$ cat src/rtl/spq_pkg.sv
// ----------------------------------------------------------------------------
// spq_pkg: shared types for the sorted priority queue
// Request, result and cell entry layouts plus operation codes.
// ----------------------------------------------------------------------------
package spq_pkg;

  // operation codes carried in the request mode field
  localparam logic MODE_ENQ = 1'b0;
  localparam logic MODE_DEQ = 1'b1;

  localparam int FIELD_W = 16;
  localparam int COUNT_W = 7;

  // one held process entry
  typedef struct packed {
    logic [FIELD_W-1:0] id;
    logic [FIELD_W-1:0] prio;
    logic [FIELD_W-1:0] run_time;
  } entry_t;

  // one request into the queue
  typedef struct packed {
    logic               mode;
    logic [FIELD_W-1:0] in_id;
    logic [FIELD_W-1:0] in_priority;
    logic [FIELD_W-1:0] in_run_time;
  } req_t;

  // one result out of the queue
  typedef struct packed {
    logic               item_valid;
    logic [FIELD_W-1:0] out_id;
    logic [FIELD_W-1:0] out_priority;
    logic [FIELD_W-1:0] out_run_time;
    logic               dropped;
    logic               head_valid;
    logic [FIELD_W-1:0] head_id;
    logic               is_empty;
    logic               is_full;
    logic [COUNT_W-1:0] entry_count;
  } result_t;

  // control broadcast to every cell of the chain
  typedef struct packed {
    logic   insert;
    logic   remove;
    entry_t fresh;
  } cell_ctl_t;

endpackage

$ cat src/rtl/spq_cell.sv
// ----------------------------------------------------------------------------
// spq_cell: one slot of the sorted chain
// Holds one entry, compares it with the incoming priority and shifts toward
// the tail on insert or toward the head on remove.
// ----------------------------------------------------------------------------
module spq_cell (
  input  logic               clk,
  input  spq_pkg::cell_ctl_t ctl,
  input  logic               occupied,
  input  logic               left_ins,
  input  spq_pkg::entry_t    left_entry,
  input  spq_pkg::entry_t    right_entry,
  output logic               ins,
  output spq_pkg::entry_t    entry
);

  spq_pkg::entry_t entry_next;

  // mark slots at or behind the insertion point (monotonic along the chain)
  assign ins = !occupied || (ctl.fresh.prio < entry.prio);

  // pick the next content: take the neighbor, the new entry, or hold
  always_comb begin
    entry_next = entry;
    if (ctl.insert && ins) begin
      entry_next = left_ins ? left_entry : ctl.fresh;
    end else if (ctl.remove) begin
      entry_next = right_entry;
    end
  end

  always_ff @(posedge clk) begin
    entry <= entry_next;
  end

endmodule
$ cat config.mk
export PLATFORM = sky130hd
export DESIGN_NAME = spq_cell
export DESIGN_NICKNAME = d
export VERILOG_FILES = /design/src/rtl/spq_pkg.sv /design/src/rtl/spq_cell.sv
export SDC_FILE = /design/constraint.sdc
export NUM_CORES = 1
export LEC_CHECK = 0
export BUFFER_PORTS_ARGS = -buffer_cell sky130_fd_sc_hd__buf_2
export CELL_PAD_IN_SITES_DETAIL_PLACEMENT = 1
export CELL_PAD_IN_SITES_GLOBAL_PLACEMENT = 2
export CORE_MARGIN = 2
export CORE_UTILIZATION = 23
export DETAILED_ROUTE_END_ITERATION = 10
export PLACE_DENSITY_LB_ADDON = 0.05
export SYNTH_ARGS = -nofsm -noshare
export SYNTH_HDL_FRONTEND = slang
export SYNTH_SLANG_ARGS = --single-unit
$ cat constraint.sdc
create_clock -name clk -period 3.1 [get_ports clk]
set_clock_uncertainty 0.2 [all_clocks]
set_input_delay 0.31 -clock clk [delete_from_list [all_inputs] [get_ports clk]]
set_output_delay 0.31 -clock clk [all_outputs]
set_load 0.05 [all_outputs]
==> out/metrics.yaml <==
synthesis:
  synthTopCellsByArea: "edfxtp_1 47%, mux2_2 32%, ha_1 6.2%"
  syn_area_per_cell_um2: 14.2
  syn_area_um2: 3050
  synth-edff-count: 48
  synth-seq-area-share_pct: 47.3
  synth_top_area_share_pct: 47.3
  yosys_warnings: 0
  synth_top_cell_by_area: "edfxtp_1"
  async_flop_share_pct: 0
  syn_nets: 378
  synth_seq_cells: 48
  synth-main-ff-cell: "edfxtp_1"
  ys_types: 25
  synth_cells: 214
grt:
  grt_util_all_layers_pct: 12.6
  antenna_found_initial: 0
  grt-ovfl-total: 0
  first_global_vias: 2653
  grt_max_degree: 36
  grt_pass1_wl_mm: 13.9
cells_and_area:
  largest_reg_flops: 48
  design_area_um2: 4440
  diodes: 0
  final_common_cell: "buf_2"
  largest-register: "entry"
  areaGrowthSynthToFinish_pct: 45.8
  fill_cells: 1489
  drive_above_1_share_pct: 75.1
  regArea_um2: 1440
  multiInputGateArea_um2: 1510
  final_cell_mix: "197 x buf_2, 87 x mux2_2, 48 x edfxtp_1"
  finalNetCount: 578
  top_regs: "entry x48"
setup_path:
  rr_worst_depth: 9
  required_ps: 2590
  timing.critical_path.from_type: "register"
  cp.depth: 8
  criticalPathCategory: "register to output pin"
  r2r_end: "entry[6]"
  slowest_delay_ps: 430
  r2r_setup_slack_ps: 300
  slowest_stage: "o311ai_1"
  crit_family: "compound AO/OA/AOI/OAI gates"
  endpoint_kind: "output pin"
  path_max_fanout: 2
  critPathBufInv: 2
  worstPathArrival_ps: 2310
  path_cells: "inv_1, ha_1, o21ai_0, nor2_1, o311ai_1, nand2_1, o41ai_2, buf_2"
  rr_startpoint: "entry[31]"
worst_hold_path:
  worstHoldEndpoint: "entry[9]"
  holdPathStages: 2
  hp-start: "right_entry[9]"
  hold_class: "input port to register"
power_and_ir_drop:
  p_leak_nw: 2.06
  vdd_drop_max_uv: 206
  p_per_area_nw_per_um2: 550
  total_power_mw: 2.44
timing:
  finalCriticalPeriod_ps: 2820
  holdWs_ps: 117
  slew_violations: 0
  worstMarginPinSlew_ps: 565
  grt_setup_unrepaired: "no"
  max_freq_mhz: 355
  period_share_pct: 90.9
  max_slew_margin_pct: 62.4
  hold_violations: 0
  setup_tns_ps: 0
  setup_violations: 0
  worst_slack_ps: 281
placement:
  pre_cts_ws_ps: 217
  placed_area_um2: 4280
  hpwl_mm: 7.10
  routabilityCongestion: 0.753
  portBuffers: 197
routing:
  dr_total_vias: 2495
  drtIter0Drc: 34
  wl_per_cell_um: 15.0
  ant_nets: 0
  first_pass_iters: 4
  via_per_inst: 4.24
  wl_mm: 8.84
  drc: 0
floorplan:
  num_rows: 42
  die_area_um2: 14200
  design.core.area_um2: 13100
  fp.dieW_um: 119
  ios: 198
  die_h_um: 119
  start_util_pct: 23.3
clocking:
  clock-sinks: 48
  post-cts-setup-buffer-count: 0
  cts_tree: "yes"
  root_buffer: "clkbuf_16"
  clkSlewWorstSetupHoldPaths_ps: 60
  cts_hold_buf: 0
  clockBufferDepth: 2
  clock_insertion_delay_worst_skew_ps: 290
  cts_resized: 0
  cts_made_buffers: 5
  htree_levels: 2
outcome:
  status: "complete, no violations"
run:
  cap_viol_max_count: 0
==> area by class of cell <==
class	instances	area share, %
well taps	176	4.96
clock inverters	1	0.676
inverters	16	1.35
clock buffers	5	2.82
flip-flops and latches	48	32.5
multi-input cells	140	33.9
repair buffers	203	23.8
==> per-stage QoR <==
step                util (%)  cells
detailed placement      32.7    583
finish                  33.9    589
CTS                     33.9    589
global route            33.9    589
floorplan                  -    214
global placement        32.7    583
==> cell usage after synthesis, drive strengths merged (2+ instances only) <==
master / n
edfxtp: 48
nand3: 3
ha: 15
nand2: 6
nand4: 2
nor2: 2
buf: 5
inv: 16
mux2: 96
nor3: 2
o21ai: 3
clkbuf: 5
a21oi: 4
==> layer usage <==
| metal | part of all wire [%] | vias to the layer above | track usage [%] | routed length (um) |
|---|---|---|---|---|
| li1 | - | 1211 | - | - |
| met1 | 40 | 1175 | 14.4 | 3560 |
| met2 | 51 | 103 | 22.4 | 4470 |
| met3 | 7.9 | 6 | 4.12 | 700 |
| met4 | 1.3 | 0 | 3.65 | 112 |
| met5 | 0 | - | 0 | 0 |
==> worst max path at each step <==
stage                   start        end  slack, ps
finish              entry[17]        ins        280
global route        entry[17]        ins         70
CTS                 entry[17]        ins        210
detailed placement    ctl[31]   entry[2]        220
global placement      ctl[29]  entry[21]        260
floorplan           entry[31]   entry[0]         60
==> cells by family after synthesis <==
family	synth area share (%)
adder cells (fa/ha/maj)	6.16
flip-flops	47.3
multiplexers	36.6
AO/OA/AOI/OAI	2.51
AND/OR/NAND/NOR	3.33
buffers and inverters	4.07
==> where the power goes <==
part           total (mW)  leakage, nW  switching, mW  internal, mW
logic               0.955         1.50          0.612         0.343
registers           0.882        0.488         0.0316         0.850
clock network       0.605       0.0757          0.233         0.372
(Power assumes the default switching activity.)
